[config.mk]
export PLATFORM = sky130hd
export DESIGN_NAME = vqd_front
export DESIGN_NICKNAME = d
export VERILOG_FILES = /design/src/hdl/vqd_pkg.sv /design/src/hdl/vqd_front.sv
export VERILOG_INCLUDE_DIRS = /design/src /design/src/hdl
export SDC_FILE = /design/constraint.sdc
export NUM_CORES = 1
export LEC_CHECK = 0
export BUFFER_PORTS_ARGS = -buffer_cell sky130_fd_sc_hd__buf_2
export CAP_MARGIN = 25
export CELL_PAD_IN_SITES_DETAIL_PLACEMENT = 0
export CELL_PAD_IN_SITES_GLOBAL_PLACEMENT = 2
export CORE_MARGIN = 2
export CORE_UTILIZATION = 35
export CTS_CLUSTER_DIAMETER = 40
export DETAILED_ROUTE_END_ITERATION = 7
export HOLD_SLACK_MARGIN = 0.02
export PLACE_DENSITY_LB_ADDON = 0.1
export SLEW_MARGIN = 10
export SYNTH_ARGS = -nofsm -noshare
export SYNTH_HDL_FRONTEND = slang
export SYNTH_SLANG_ARGS = --single-unit
export TNS_END_PERCENT = 10
[constraint.sdc]
create_clock -name i_clk -period 11 [get_ports i_clk]
set_clock_uncertainty 0.1 [all_clocks]
set_input_delay 3.3 -clock i_clk [delete_from_list [all_inputs] [get_ports i_clk]]
set_output_delay 3.3 -clock i_clk [all_outputs]
set_load 0.03 [all_outputs]
[src/hdl/vq_codebook_video_block_decoder_unit_assert.svh]
// ----------------------------------------------------------------------------
// Assertion macros shared by the decoder modules.
// Each macro states a clocked implication that is disabled during reset.
// ----------------------------------------------------------------------------
`ifndef VQ_CODEBOOK_VIDEO_BLOCK_DECODER_UNIT_ASSERT_SVH
`define VQ_CODEBOOK_VIDEO_BLOCK_DECODER_UNIT_ASSERT_SVH

// Same-cycle implication.
`define VQD_ASSERT_IMP(lbl, clk, rst_n, ante, cons) \
    lbl: assert property (@(posedge clk) disable iff (!rst_n) (ante) |-> (cons)) \
        else $error("vqd assertion failed");

// Next-cycle implication.
`define VQD_ASSERT_NXT(lbl, clk, rst_n, ante, cons) \
    lbl: assert property (@(posedge clk) disable iff (!rst_n) (ante) |=> (cons)) \
        else $error("vqd assertion failed");

`endif

[src/hdl/vqd_pkg.sv]
// ----------------------------------------------------------------------------
// vqd_pkg
// Types and constants shared by the vector-quantization decoder modules.
// ----------------------------------------------------------------------------
package vqd_pkg;

    typedef struct packed {
        logic [1:0]  kind;
        logic [15:0] value;
        logic [23:0] payload_size;
    } t_in;

    typedef struct packed {
        logic        status;
        logic [11:0] pixel_x;
        logic [11:0] pixel_y;
        logic [7:0]  red;
        logic [7:0]  green;
        logic [7:0]  blue;
        logic        last;
    } t_out;

    typedef enum logic [1:0] {
        OP_WRITE = 2'd0,
        OP_V1    = 2'd1,
        OP_V4    = 2'd2,
        OP_ERR   = 2'd3
    } t_op;

    // One command from the parser to the pixel engine.
    typedef struct packed {
        t_op         op;
        logic        tsel;
        logic [7:0]  idx;
        logic [1:0]  quad;
        logic [9:0]  col;
        logic [12:0] row;
        logic [47:0] data;
    } t_cmd;

    localparam logic [1:0]  KIND_FRAME = 2'd0;
    localparam logic [1:0]  KIND_STRIP = 2'd1;
    localparam logic [1:0]  KIND_CHUNK = 2'd2;
    localparam logic [1:0]  KIND_BYTE  = 2'd3;

    localparam logic [15:0] CB_ID_LO = 16'h0020;
    localparam logic [15:0] CB_ID_HI = 16'h0027;
    localparam logic [15:0] VQ_ID_LO = 16'h0030;
    localparam logic [15:0] VQ_ID_HI = 16'h0032;

    localparam int CH_BIT_SEL  = 0;
    localparam int CH_BIT_V1   = 1;
    localparam int CH_BIT_GREY = 2;

    localparam logic [8:0]  TABLE_ENTRIES    = 9'd256;
    localparam logic [10:0] MAX_WIDTH_BLOCKS = 11'd1024;
    localparam logic [12:0] MAX_HEIGHT       = 13'd4096;
    localparam logic [10:0] WIDTH_RESET      = 11'd80;
    localparam logic [7:0]  UV_BIAS          = 8'd128;
    localparam logic [5:0]  FLAG_BITS        = 6'd32;
    localparam logic [2:0]  FLAG_WORD_BYTES  = 3'd4;
    localparam logic [2:0]  GREY_ENTRY_BYTES = 3'd4;
    localparam logic [2:0]  RGB_ENTRY_BYTES  = 3'd6;
    localparam logic [2:0]  V4_BYTES         = 3'd4;
    localparam logic [2:0]  V1_BYTES         = 3'd1;

    function automatic logic [7:0] clip8(input logic signed [10:0] v);
        if (v < 11'sd0) begin
            return 8'd0;
        end else if (v > 11'sd255) begin
            return 8'd255;
        end
        return v[7:0];
    endfunction

endpackage

[src/hdl/vqd_front.sv]
// ----------------------------------------------------------------------------
// vqd_front
// Stream parser: tracks strips and chunks, assembles flag words and codebook
// entries, walks the block grid and issues commands to the pixel engine.
// ----------------------------------------------------------------------------
`include "vq_codebook_video_block_decoder_unit_assert.svh"

module vqd_front (
    input  logic          i_clk,
    input  logic          i_rst_n,
    input  logic          i_valid,
    input  vqd_pkg::t_in  i_data,
    output logic          o_stall,
    input  logic          i_cfg_valid,
    input  logic [10:0]   i_cfg_data,
    output logic          o_push,
    output vqd_pkg::t_cmd o_cmd,
    input  logic          i_full
);

    typedef enum logic [7:0] {
        PH_IDLE     = 8'b0000_0001,
        PH_SKIP     = 8'b0000_0010,
        PH_CB_FLAG  = 8'b0000_0100,
        PH_CB_ENTRY = 8'b0000_1000,
        PH_VQ_FLAG1 = 8'b0001_0000,
        PH_VQ_FLAG2 = 8'b0010_0000,
        PH_VQ_V1    = 8'b0100_0000,
        PH_VQ_V4    = 8'b1000_0000
    } t_phase;

    typedef enum logic [5:0] {
        ADV_NONE   = 6'b00_0001,
        ADV_CB     = 6'b00_0010,
        ADV_CB_RDY = 6'b00_0100,
        ADV_VQ_BLK = 6'b00_1000,
        ADV_VQ_COD = 6'b01_0000,
        ADV_VQ_TYP = 6'b10_0000
    } t_adv;

    function automatic logic flag_at(input logic [31:0] f, input logic [5:0] mp);
        logic [4:0] ix;
        ix = 5'(mp - 6'd1);
        return (mp != 6'd0 && mp <= vqd_pkg::FLAG_BITS) ? f[ix] : 1'b0;
    endfunction

    logic [10:0] r_width;
    logic [12:0] r_strip_top, n_strip_top;
    logic [12:0] r_strip_bot, n_strip_bot;
    logic [9:0]  r_col, n_col;
    logic [12:0] r_row, n_row;
    logic [31:0] r_flags, n_flags;
    logic [5:0]  r_mask, n_mask;
    logic [23:0] r_bytes, n_bytes;
    logic [7:0]  r_chunk, n_chunk;
    logic [8:0]  r_entry, n_entry;
    logic [47:0] r_ebytes, n_ebytes;
    logic [2:0]  r_unit, n_unit;
    t_phase      r_phase, n_phase;
    t_adv        r_adv, n_adv;
    logic        r_halted, n_halted;

    logic        accept;
    logic [10:0] eff_width;
    logic [10:0] col_inc;
    logic [9:0]  nb_col;
    logic [12:0] nb_row;
    logic [2:0]  esize;
    logic [16:0] strip_sum;
    logic [7:0]  in_byte;
    logic [23:0] bytes_dec;
    logic [47:0] ebytes_sh;
    logic [2:0]  unit_inc;
    logic        do_skip;
    logic        do_need;
    logic [2:0]  need_n;
    t_phase      need_ph;
    logic        fin;
    logic [5:0]  mp;
    logic [47:0] entry_fmt;

    assign o_stall   = (r_adv != ADV_NONE) || i_full;
    assign accept    = i_valid && !o_stall;
    assign eff_width = (r_width > vqd_pkg::MAX_WIDTH_BLOCKS) ? vqd_pkg::MAX_WIDTH_BLOCKS
                                                              : r_width;
    assign col_inc   = {1'b0, r_col} + 11'd1;
    assign nb_col    = (col_inc >= eff_width) ? 10'd0 : col_inc[9:0];
    assign nb_row    = (col_inc >= eff_width) ? r_row + 13'd4 : r_row;
    assign esize     = r_chunk[vqd_pkg::CH_BIT_GREY] ? vqd_pkg::GREY_ENTRY_BYTES
                                                     : vqd_pkg::RGB_ENTRY_BYTES;
    assign strip_sum = {4'b0, r_strip_bot} + {1'b0, i_data.value};
    assign in_byte   = i_data.value[7:0];
    assign bytes_dec = r_bytes - 24'd1;
    assign ebytes_sh = {r_ebytes[39:0], in_byte};
    assign unit_inc  = r_unit + 3'd1;

    // Table entry layout: four luma bytes, then u and v with the bias added.
    always_comb begin
        if (r_chunk[vqd_pkg::CH_BIT_GREY]) begin
            entry_fmt = {ebytes_sh[31:0], vqd_pkg::UV_BIAS, vqd_pkg::UV_BIAS};
        end else begin
            entry_fmt = {ebytes_sh[47:16], ebytes_sh[15:8] + vqd_pkg::UV_BIAS,
                         ebytes_sh[7:0] + vqd_pkg::UV_BIAS};
        end
    end

    always_comb begin
        n_strip_top = r_strip_top;
        n_strip_bot = r_strip_bot;
        n_col       = r_col;
        n_row       = r_row;
        n_flags     = r_flags;
        n_mask      = r_mask;
        n_bytes     = r_bytes;
        n_chunk     = r_chunk;
        n_entry     = r_entry;
        n_ebytes    = r_ebytes;
        n_unit      = r_unit;
        n_phase     = r_phase;
        n_adv       = r_adv;
        n_halted    = r_halted;
        o_push      = 1'b0;
        o_cmd       = '0;
        o_cmd.op    = vqd_pkg::OP_ERR;
        do_skip     = 1'b0;
        do_need     = 1'b0;
        need_n      = vqd_pkg::V1_BYTES;
        need_ph     = PH_IDLE;
        fin         = 1'b0;
        mp          = r_mask;

        if (r_adv == ADV_CB || r_adv == ADV_CB_RDY) begin
            // One step of the codebook entry search.
            n_adv = ADV_NONE;
            if (r_adv == ADV_CB) begin
                if (r_entry >= vqd_pkg::TABLE_ENTRIES) begin
                    do_skip = 1'b1;
                    fin     = 1'b1;
                end else if (r_chunk[vqd_pkg::CH_BIT_SEL]) begin
                    if (r_mask <= 6'd1) begin
                        do_need = 1'b1;
                        need_n  = vqd_pkg::FLAG_WORD_BYTES;
                        need_ph = PH_CB_FLAG;
                        fin     = 1'b1;
                    end else begin
                        mp = r_mask - 6'd1;
                    end
                end
            end
            if (!fin) begin
                if (!r_chunk[vqd_pkg::CH_BIT_SEL] || flag_at(r_flags, mp)) begin
                    do_need = 1'b1;
                    need_n  = esize;
                    need_ph = PH_CB_ENTRY;
                end else begin
                    n_entry = r_entry + 9'd1;
                    n_adv   = ADV_CB;
                end
            end
            n_mask = mp;
        end else if (r_adv != ADV_NONE) begin
            // One step of the block walk: one block decided per cycle, unless a flag word must be read first.
            n_adv = ADV_NONE;
            if (r_adv == ADV_VQ_BLK) begin
                if (eff_width == 11'd0 || r_row >= r_strip_bot) begin
                    do_skip = 1'b1;
                    fin     = 1'b1;
                end else if (r_chunk[vqd_pkg::CH_BIT_SEL]) begin
                    if (r_mask <= 6'd1) begin
                        do_need = 1'b1;
                        need_n  = vqd_pkg::FLAG_WORD_BYTES;
                        need_ph = PH_VQ_FLAG1;
                        fin     = 1'b1;
                    end else begin
                        mp = r_mask - 6'd1;
                    end
                end
            end
            if (!fin && r_adv != ADV_VQ_TYP) begin
                if (r_chunk[vqd_pkg::CH_BIT_SEL] && !flag_at(r_flags, mp)) begin
                    n_col = nb_col;
                    n_row = nb_row;
                    n_adv = ADV_VQ_BLK;
                    fin   = 1'b1;
                end else if (!r_chunk[vqd_pkg::CH_BIT_V1]) begin
                    if (mp <= 6'd1) begin
                        do_need = 1'b1;
                        need_n  = vqd_pkg::FLAG_WORD_BYTES;
                        need_ph = PH_VQ_FLAG2;
                        fin     = 1'b1;
                    end else begin
                        mp = mp - 6'd1;
                    end
                end
            end
            if (!fin) begin
                do_need = 1'b1;
                if (r_chunk[vqd_pkg::CH_BIT_V1] || !flag_at(r_flags, mp)) begin
                    need_n  = vqd_pkg::V1_BYTES;
                    need_ph = PH_VQ_V1;
                end else begin
                    need_n  = vqd_pkg::V4_BYTES;
                    need_ph = PH_VQ_V4;
                end
            end
            n_mask = mp;
        end else if (accept) begin
            if (i_data.kind == vqd_pkg::KIND_FRAME) begin
                n_strip_top = '0;
                n_strip_bot = '0;
                n_halted    = 1'b0;
                n_phase     = PH_IDLE;
                n_bytes     = '0;
            end else if (!r_halted) begin
                case (i_data.kind)
                    vqd_pkg::KIND_STRIP: begin
                        n_strip_top = r_strip_bot;
                        n_strip_bot = (strip_sum > {4'b0, vqd_pkg::MAX_HEIGHT})
                                    ? vqd_pkg::MAX_HEIGHT : strip_sum[12:0];
                        n_phase     = PH_IDLE;
                        n_bytes     = '0;
                    end
                    vqd_pkg::KIND_CHUNK: begin
                        n_chunk  = i_data.value[7:0];
                        n_bytes  = i_data.payload_size;
                        n_flags  = '0;
                        n_mask   = '0;
                        n_entry  = '0;
                        n_ebytes = '0;
                        n_unit   = '0;
                        if (i_data.value >= vqd_pkg::CB_ID_LO &&
                            i_data.value <= vqd_pkg::CB_ID_HI) begin
                            n_adv = ADV_CB;
                        end else if (i_data.value >= vqd_pkg::VQ_ID_LO &&
                                     i_data.value <= vqd_pkg::VQ_ID_HI) begin
                            n_col = '0;
                            n_row = r_strip_top;
                            n_adv = ADV_VQ_BLK;
                        end else begin
                            n_halted = 1'b1;
                            n_phase  = PH_IDLE;
                            n_bytes  = '0;
                            o_push   = 1'b1;
                        end
                    end
                    vqd_pkg::KIND_BYTE: begin
                        if (r_phase != PH_IDLE && r_bytes != 24'd0) begin
                            n_bytes = bytes_dec;
                            case (r_phase)
                                PH_CB_FLAG, PH_VQ_FLAG1, PH_VQ_FLAG2: begin
                                    n_flags = {r_flags[23:0], in_byte};
                                    n_unit  = unit_inc;
                                    if (unit_inc == vqd_pkg::FLAG_WORD_BYTES) begin
                                        n_mask = vqd_pkg::FLAG_BITS;
                                        if (r_phase == PH_CB_FLAG) begin
                                            n_adv = ADV_CB_RDY;
                                        end else if (r_phase == PH_VQ_FLAG1) begin
                                            n_adv = ADV_VQ_COD;
                                        end else begin
                                            n_adv = ADV_VQ_TYP;
                                        end
                                    end
                                end
                                PH_CB_ENTRY: begin
                                    n_ebytes = ebytes_sh;
                                    n_unit   = unit_inc;
                                    if (unit_inc == esize) begin
                                        o_push     = 1'b1;
                                        o_cmd.op   = vqd_pkg::OP_WRITE;
                                        o_cmd.tsel = r_chunk[vqd_pkg::CH_BIT_V1];
                                        o_cmd.idx  = r_entry[7:0];
                                        o_cmd.data = entry_fmt;
                                        n_entry    = r_entry + 9'd1;
                                        n_adv      = ADV_CB;
                                    end
                                end
                                PH_VQ_V1: begin
                                    o_push    = 1'b1;
                                    o_cmd.op  = vqd_pkg::OP_V1;
                                    o_cmd.idx = in_byte;
                                    o_cmd.col = r_col;
                                    o_cmd.row = r_row;
                                    n_col     = nb_col;
                                    n_row     = nb_row;
                                    n_adv     = ADV_VQ_BLK;
                                end
                                PH_VQ_V4: begin
                                    o_push     = 1'b1;
                                    o_cmd.op   = vqd_pkg::OP_V4;
                                    o_cmd.idx  = in_byte;
                                    o_cmd.quad = r_unit[1:0];
                                    o_cmd.col  = r_col;
                                    o_cmd.row  = r_row;
                                    n_unit     = unit_inc;
                                    if (unit_inc == vqd_pkg::V4_BYTES) begin
                                        n_col = nb_col;
                                        n_row = nb_row;
                                        n_adv = ADV_VQ_BLK;
                                    end
                                end
                                default: begin
                                end
                            endcase
                            // The chunk is used up: nothing later can matter.
                            if (bytes_dec == 24'd0) begin
                                n_phase = PH_IDLE;
                                n_adv   = ADV_NONE;
                            end
                        end
                    end
                    default: begin
                    end
                endcase
            end
        end

        if (do_skip) begin
            n_phase = (r_bytes != 24'd0) ? PH_SKIP : PH_IDLE;
        end
        if (do_need) begin
            if (r_bytes < {21'b0, need_n}) begin
                n_phase = (r_bytes != 24'd0) ? PH_SKIP : PH_IDLE;
            end else begin
                n_phase  = need_ph;
                n_unit   = '0;
                n_ebytes = '0;
            end
        end
    end

    always_ff @(posedge i_clk) begin
        if (!i_rst_n) begin
            r_width     <= vqd_pkg::WIDTH_RESET;
            r_strip_top <= '0;
            r_strip_bot <= '0;
            r_col       <= '0;
            r_row       <= '0;
            r_flags     <= '0;
            r_mask      <= '0;
            r_bytes     <= '0;
            r_chunk     <= '0;
            r_entry     <= '0;
            r_ebytes    <= '0;
            r_unit      <= '0;
            r_phase     <= PH_IDLE;
            r_adv       <= ADV_NONE;
            r_halted    <= 1'b0;
        end else begin
            if (i_cfg_valid) begin
                r_width <= i_cfg_data;
            end
            r_strip_top <= n_strip_top;
            r_strip_bot <= n_strip_bot;
            r_col       <= n_col;
            r_row       <= n_row;
            r_flags     <= n_flags;
            r_mask      <= n_mask;
            r_bytes     <= n_bytes;
            r_chunk     <= n_chunk;
            r_entry     <= n_entry;
            r_ebytes    <= n_ebytes;
            r_unit      <= n_unit;
            r_phase     <= n_phase;
            r_adv       <= n_adv;
            r_halted    <= n_halted;
        end
    end

    // A halted decoder has no chunk open.
    `VQD_ASSERT_IMP(a_halt_idle, i_clk, i_rst_n, r_halted, r_phase == PH_IDLE)

endmodule

After elaboration in Yosys (flattened, before gate mapping)
Cells that the tools add are included.
{"block": "totals", "reg_bits": 200, "out_inout_bits": 86}
{"block": "classes", "add_sub_neg": 12, "magnitude_cmp": 18, "n_eq_ne": 55, "mux": 240, "bitwise_logic": 4, "n_reduce_logical": 50}
{"op": "84-bit 2-to-1 mux", "count": 7}
{"op": "48-bit 2-to-1 mux", "count": 12}
{"op": "13-bit 2-to-1 mux", "count": 18}
{"op": "6-bit 2-to-1 mux", "count": 37}
{"op": "8-bit 2-to-1 mux", "count": 22}
{"op": "24-bit 2-to-1 mux", "count": 5}
{"op": "10-bit 2-to-1 mux", "count": 11}
{"op": "48-bit case mux with 2 select lines", "count": 1}
{"op": "9-bit 2-to-1 mux", "count": 10}
{"op": "3-bit 2-to-1 mux", "count": 29}
{"op": "24-bit case mux with 3 select lines", "count": 1}
{"op": "32-bit 2-to-1 mux", "count": 2}
{"op": "32-bit case mux with 2 select lines", "count": 1}
{"op": "1-bit 2-to-1 mux", "count": 53}
{"op": "13-bit case mux with 2 select lines", "count": 2}
{"op": "10-bit case mux with 2 select lines", "count": 2}
{"op": "16-bit by 6-bit >= comparator with 1-bit output, second input constant", "count": 2}
{"op": "16-bit by 6-bit <= comparator with 1-bit output, second input constant", "count": 2}
{"op": "3-bit != test, second input constant", "count": 9}
{"op": "5-bit != test, second input constant", "count": 5}
{"op": "24-bit zero test", "count": 1}
{"op": "24-bit by 3-bit less-than comparator with 1-bit output", "count": 1}
{"op": "6-bit != test, second input constant", "count": 4}
{"op": "6-bit case mux with 2 select lines", "count": 2}
{"op": "76 further kinds", "count": 140}

Longest topological paths before layout
{"block": "logic_depth", "depth_word": 31, "mapped_depth": 39, "depth_no_buf": 36}

Worst setup path before layout
No wires, ideal clock.
{"block": "synth_path", "path_kind": "register to register", "start": "reg r_mask[0]", "end": "reg r_phase[2]", "setup_ps": 117, "arrival_time_ps": 8533, "path_slack_ps": 2250, "path_stages_with_launch": 34, "n_path_buf": 3, "synth_period_minus_slack_ps": 8750, "path_cell_list": "dfxtp_1 clkbuf_1 inv_1 ha_1 o21bai_2 o21ai_2 or4_4 o21ai_4 nand2_4 ha_1 clkbuf_1 clkbuf_1 a311oi_1 mux2_4 a222oi_1 a21oi_1 nor2_1 nor2_1 a21oi_1 ha_1 inv_1 a31oi_1 nor2_2 mux2_2 o2111a_1 a2111oi_0 o21ai_0 nor2b_1 a21bo_2 ha_1 or3_1 o31ai_1 a21oi_2 a32o_1"}
{"block": "synth_via", "elab_chain_len": 30, "elab_cells_between_ends": 116, "classes_between": "add/sub: 4; order compare: 6; eq/ne: 7; mux: 83; reduce/logical: 16"}
{"item": "start, declared", "line_no": "vqd_front.sv:53", "source": "logic [5:0] r_mask, n_mask;"}
{"item": "start signal, assigned", "line_no": "vqd_front.sv:357", "source": "r_mask <= n_mask;"}
{"item": "6-bit by 1-bit subtractor with 6-bit output / 6-bit by 1-bit <= comparator with 1-bit output (equally long branches)"}
{"item": "6-bit 2-to-1 mux", "line_no": "vqd_front.sv:140, vqd_front.sv:169"}
{"item": "6-bit 2-to-1 mux", "line_no": "vqd_front.sv:139, vqd_front.sv:168"}
{"item": "6-bit 2-to-1 mux", "line_no": "vqd_front.sv:165", "source": "if (eff_width == 11'd0 || r_row >= r_strip_bot) begin"}
{"item": "6-bit 2-to-1 mux", "line_no": "vqd_front.sv:164", "source": "if (r_adv == ADV_VQ_BLK) begin"}
{"item": "6-bit 2-to-1 mux", "line_no": "vqd_front.sv:161", "source": "end else if (r_adv != ADV_NONE) begin"}
{"item": "6-bit 2-to-1 mux", "line_no": "vqd_front.sv:132", "source": "if (r_adv == ADV_CB || r_adv == ADV_CB_RDY) begin"}
{"item": "6-bit by 1-bit subtractor with 6-bit output", "line_no": "vqd_front.sv:192", "source": "mp = mp - 6'd1;"}
{"item": "[... 14 more ...]"}
{"item": "1-bit logical OR", "line_no": "vqd_front.sv:198", "source": "if (r_chunk[vqd_pkg::CH_BIT_V1] || !flag_at(r_flags, mp)) begin"}
{"item": "3-bit 2-to-1 mux", "line_no": "vqd_front.sv:198"}
{"item": "3-bit 2-to-1 mux", "line_no": "vqd_front.sv:196", "source": "if (!fin) begin"}
{"item": "3-bit 2-to-1 mux", "line_no": "vqd_front.sv:161"}
{"item": "3-bit 2-to-1 mux", "line_no": "vqd_front.sv:132"}
{"item": "24-bit by 3-bit less-than comparator with 1-bit output", "line_no": "vqd_front.sv:321", "source": "if (r_bytes < {21'b0, need_n}) begin"}
{"item": "8-bit 2-to-1 mux", "line_no": "vqd_front.sv:321"}
{"item": "8-bit 2-to-1 mux", "line_no": "vqd_front.sv:320", "source": "if (do_need) begin"}
{"item": "end signal, assigned", "line_no": "vqd_front.sv:363", "source": "r_phase <= n_phase;"}
{"item": "end, declared", "line_no": "vqd_front.sv:59", "source": "t_phase r_phase, n_phase;"}
Parallel ways exist; a longest one is shown, timed or not. The select of a mux whose other input is x is not followed.
A chain may end at the register's enable or synchronous reset.

Worst setup path in the final report
{"block": "layout_path", "start": "reg r_mask[0]", "end": "reg r_ebytes[34]"}
{"block": "layout_via", "elab_chain_len": 30, "elab_cells_between_ends": 93, "classes_between": "add/sub: 4; order compare: 6; mux: 70; reduce/logical: 13"}
{"item": "6-bit by 1-bit subtractor with 6-bit output / 6-bit by 1-bit <= comparator with 1-bit output (equally long branches)"}
{"item": "6-bit 2-to-1 mux", "line_no": "vqd_front.sv:140, vqd_front.sv:169"}
{"item": "6-bit 2-to-1 mux", "line_no": "vqd_front.sv:139, vqd_front.sv:168"}
{"item": "6-bit 2-to-1 mux", "line_no": "vqd_front.sv:165"}
{"item": "6-bit 2-to-1 mux", "line_no": "vqd_front.sv:164"}
{"item": "6-bit 2-to-1 mux", "line_no": "vqd_front.sv:161"}
{"item": "6-bit 2-to-1 mux", "line_no": "vqd_front.sv:132"}
{"item": "6-bit by 1-bit subtractor with 6-bit output", "line_no": "vqd_front.sv:192"}
{"item": "[... 14 more ...]"}
{"item": "1-bit logical OR", "line_no": "vqd_front.sv:198"}
{"item": "3-bit 2-to-1 mux", "line_no": "vqd_front.sv:198"}
{"item": "3-bit 2-to-1 mux", "line_no": "vqd_front.sv:196"}
{"item": "3-bit 2-to-1 mux", "line_no": "vqd_front.sv:161"}
{"item": "3-bit 2-to-1 mux", "line_no": "vqd_front.sv:132"}
{"item": "24-bit by 3-bit less-than comparator with 1-bit output", "line_no": "vqd_front.sv:321"}
{"item": "48-bit 2-to-1 mux", "line_no": "vqd_front.sv:321"}
{"item": "48-bit 2-to-1 mux (*)", "line_no": "vqd_front.sv:320"}
{"item": "end signal, assigned", "line_no": "vqd_front.sv:361", "source": "r_ebytes <= n_ebytes;"}
{"item": "end, declared", "line_no": "vqd_front.sv:57", "source": "logic [47:0] r_ebytes, n_ebytes;"}
Every way passes the cells marked *; elsewhere a longest branch is shown, timed or not. The select of a mux whose other input is x is not followed.

==> results.txt <==
status = finished, final reports clean
depth of the most critical reg-to-reg path = 31
clock root buffer = clkbuf_16
top area cells in the synthesized netlist = dfxtp_1 29%, nor2_1 6.0%, ha_1 5.4%, a21oi_1 5.2%, nand2_1 5.1%
worst slew pin tran = 0.8326 ns
CTS tree = built
worst path arrival time = 10.26 ns
post-cts sizing count = 0
HP Class = reg -> reg
cell area after synthesis = 13080 sq um
final setup vio count = 0
IO Pins = 144
post-synth top area share = 29.38%
CP dominant cell by count = ha_1
internal power = 1.516 mW
Async SR Flop Fraction = 0%
worst vdd ir = 0.0001070 V
Vias/cell = 5.693
grt ovf = 0
Post-Route WL = 45080 um
Synth Area in XOR/XNOR = 3.883%
Total GRT Usage = 23.32%
ys flop type = dfxtp_1
vias in the first global route = 12322
Post-Synth Simple-Gate Area = 27.66%
post-synth cell types = 95
Die H = 197.3 um
routed length per instance = 19.89 um
Final nets = 1901
Residual DRC = 0
IO Port Bufs = 143
worst skew pair latency = 0.47 ns
maxcap violations = 0
pin count of the biggest net entering global routing = 65
Setup crit end = r_ebytes[34]
sequential area share after synthesis = 29.38%
post-CTS setup buffer count = 0
Worst Setup Path Type = reg -> reg
Placed Cells = 2235
post-route ant nets = 0
Max Transition Viols Final = 0
Core Footprint = 36700 sq um
switch share = 43.30%
htree depth = 4
RSZ-0062 raised after global routing = no
drt pass-1 iters = 7
CP endpoint kind = flop
CTS Buffer Depth = 2
Syn Nets = 1811
warnings from Yosys = 0
Synth Area in Compound Gates = 21.21%
Worst Setup Start Kind = flop
Initial Util = 35.65%
number of synthesized flops with an enable pin = 0
worst relative slew slack = 44.06%
main combinational cell family by area after synthesis = simple AND/OR/NAND/NOR gates
CTS Buf Count = 17
Area Growth Syn to Fin = 13.48%
die width = 197.3 um
Core Util, Final = 40.46%
post-DP HPWL = 32770 um
synthesis-stage register bit count = 192
final hold vios = 0
slowest cell delay on critical path = 0.80 ns
Max Clk Rate = 0.1003 GHz
LEAKAGE = 5.586 nW
initial antenna violation count = 0
Setup crit start = r_mask[0]
DR vias = 12900
Min Hold Slack = 0.3514 ns
# hold bufs at CTS = 0
post-synth top area cell = dfxtp_1
clock sinks = 192
Seq pwr share = 29.1%
Crit Path Max Fanout = 44
Syn Inst Count = 1696
Rows = 70
period utilization = 90.67%
first-pass GRT wire length = 71220 um
Combinational Power Share = 45.3%
power per cell area = 180.0 nW/um^2
register-to-register setup slack = 1.03 ns
time the worst path needs with I/O delays and setup = 9.974 ns
routability cong. = 0.9013
post-synthesis adder-cell area fraction = 5.508%
TNS Setup = 0 ns
mux share of post-synthesis cell area = 7.765%
CP required = 11.28 ns
Layout Cells excl Fill = 2266
Clk network pwr share = 25.6%
syn_area_per_cell = 7.715 sq um
First DRT Iteration DRCs = 936
share of cells above drive strength 1 = 16.57%
R2R Path End = r_ebytes[34]
R2R Path Start = r_mask[0]
DIE AREA = 38950 sq um
fill cell count = 3868
switching power = 1.158 mW
Worst path slowest cell = ha_1
clock-pin slew on the worst setup and hold paths = 0.08 ns
Diodes inserted = 0
layout make-up:
type                       instances  area [sq um]  area share, %
sequential                       192          3845          25.90
clock buffer                      19         442.9          2.983
multi-input combinational       1354          8681          58.46
inverter                          52         205.2          1.382
timing repair buffer             169         918.4          6.185
clock inverter                    12         170.2          1.146
tap                              468         585.6          3.944
registers in the layout, summed over array words and instances, names as in the netlist:
name,count
r_width,11
r_halted,1
r_phase,8
r_row,13
r_col,10
r_bytes,24
r_entry,9
r_ebytes,40
r_mask,6
r_strip_top,13
r_adv,6
r_unit,3
r_flags,32
r_chunk,3
r_strip_bot,13
cell families (layout without fill, tap and decap cells):
| group | count (synthesis) | after routing |
|---|---|---|
| flip-flops | 192 | 192 |
| AND/OR/NAND/NOR | 741 | 741 |
| multiplexers | 79 | 79 |
| adder cells (fa/ha/maj) | 57 | 57 |
| AO/OA/AOI/OAI | 419 | 419 |
| XOR/XNOR | 58 | 58 |
| buffers and inverters | 150 | 252 |
per-stage QoR:
step                      power, mW  cell area, sq um  setup WS, ns
after floorplan               1.691             13080         2.250
after global placement        2.001             14210         1.414
after detailed placement      1.997             14230         1.145
after CTS                     2.691             14850         1.106
after global routing          2.852             14850        0.2549
final                         2.673             14850         1.026
worst max-delay path, delay by kind of cell, from the launching register on:
family / cells / cell delay (ns)
AOI/OAI and AO/OA: 13 / 3.47
and+or+nand+nor: 11 / 3.32
adders and majority gates: 4 / 1.61
DFF: 1 / 0.59
muxes: 2 / 0.52
buffers and inverters: 1 / 0.20
worst min path at each step:
stage                           end  slack, ns  cells past startpoint       startpoint
floorplan            r_strip_top[4]       0.33                      2   r_strip_top[4]
global placement     r_strip_top[0]       0.34                      2   r_strip_top[0]
detailed placement  r_strip_top[12]       0.35                      2  r_strip_top[12]
CTS                  r_strip_top[1]       0.36                      2   r_strip_top[1]
global route         r_strip_top[0]       0.38                      2   r_strip_top[0]
finish               r_strip_top[1]       0.35                      2   r_strip_top[1]
power groups by stage:
stage	clock network, mW	logic, mW	registers [mW]
final	0.685	1.21	0.778
after global routing	0.729	1.34	0.784
after CTS	0.704	1.21	0.777
after detailed placement	0	1.20	0.792
after global placement	0	1.21	0.793
after floorplan	0	0.925	0.766
cells in the final DEF, fill, tap and decap left out, drive strengths merged, types with 6 or more instances in the layout:
cell	Yosys	routed
nor2	230	230
dfxtp	192	192
nand2	180	180
buf	18	169
a21oi	137	137
nand3	103	103
o21ai	79	79
a22oi	71	71
mux2i	58	58
ha	56	56
inv	50	56
nor3	48	48
and3	40	40
xnor2	35	35
xor2	23	23
and2	19	19
clkbuf	80	19
nor2b	17	17
mux4	17	17
nand4	16	16
nand2b	16	16
nor4	15	15
or3	14	14
or4	12	12
a211oi	12	12
a31oi	11	11
o21a	11	11
a221oi	9	9
o211ai	9	9
o31ai	8	8
nand3b	8	8
o21bai	8	8
nor4b	7	7
a22o	6	6
synthesized netlist by cell type (all sizes together), types with 9 or more instances:
cell / instances
a31oi: 11
a21oi: 137
o21ai: 79
dfxtp: 192
and2: 19
mux2i: 58
inv: 50
and3: 40
nor2: 230
ha: 56
o21a: 11
xnor2: 35
nand4: 16
nand2: 180
buf: 18
clkbuf: 80
nor4: 15
xor2: 23
or4: 12
o211ai: 9
a221oi: 9
or3: 14
a22oi: 71
nor3: 48
nand3: 103
nand2b: 16
mux4: 17
a211oi: 12
nor2b: 17
metal layers:
layer	wire length (um)	vias to the layer above	track usage, %
met4	894	0	6.488
met3	1760	42	3.227
li1	-	6318	-
met1	21210	6243	32.27
met2	21220	297	37.91
met5	0	-	0
Note: power is estimated with default switching activity, not from simulation.
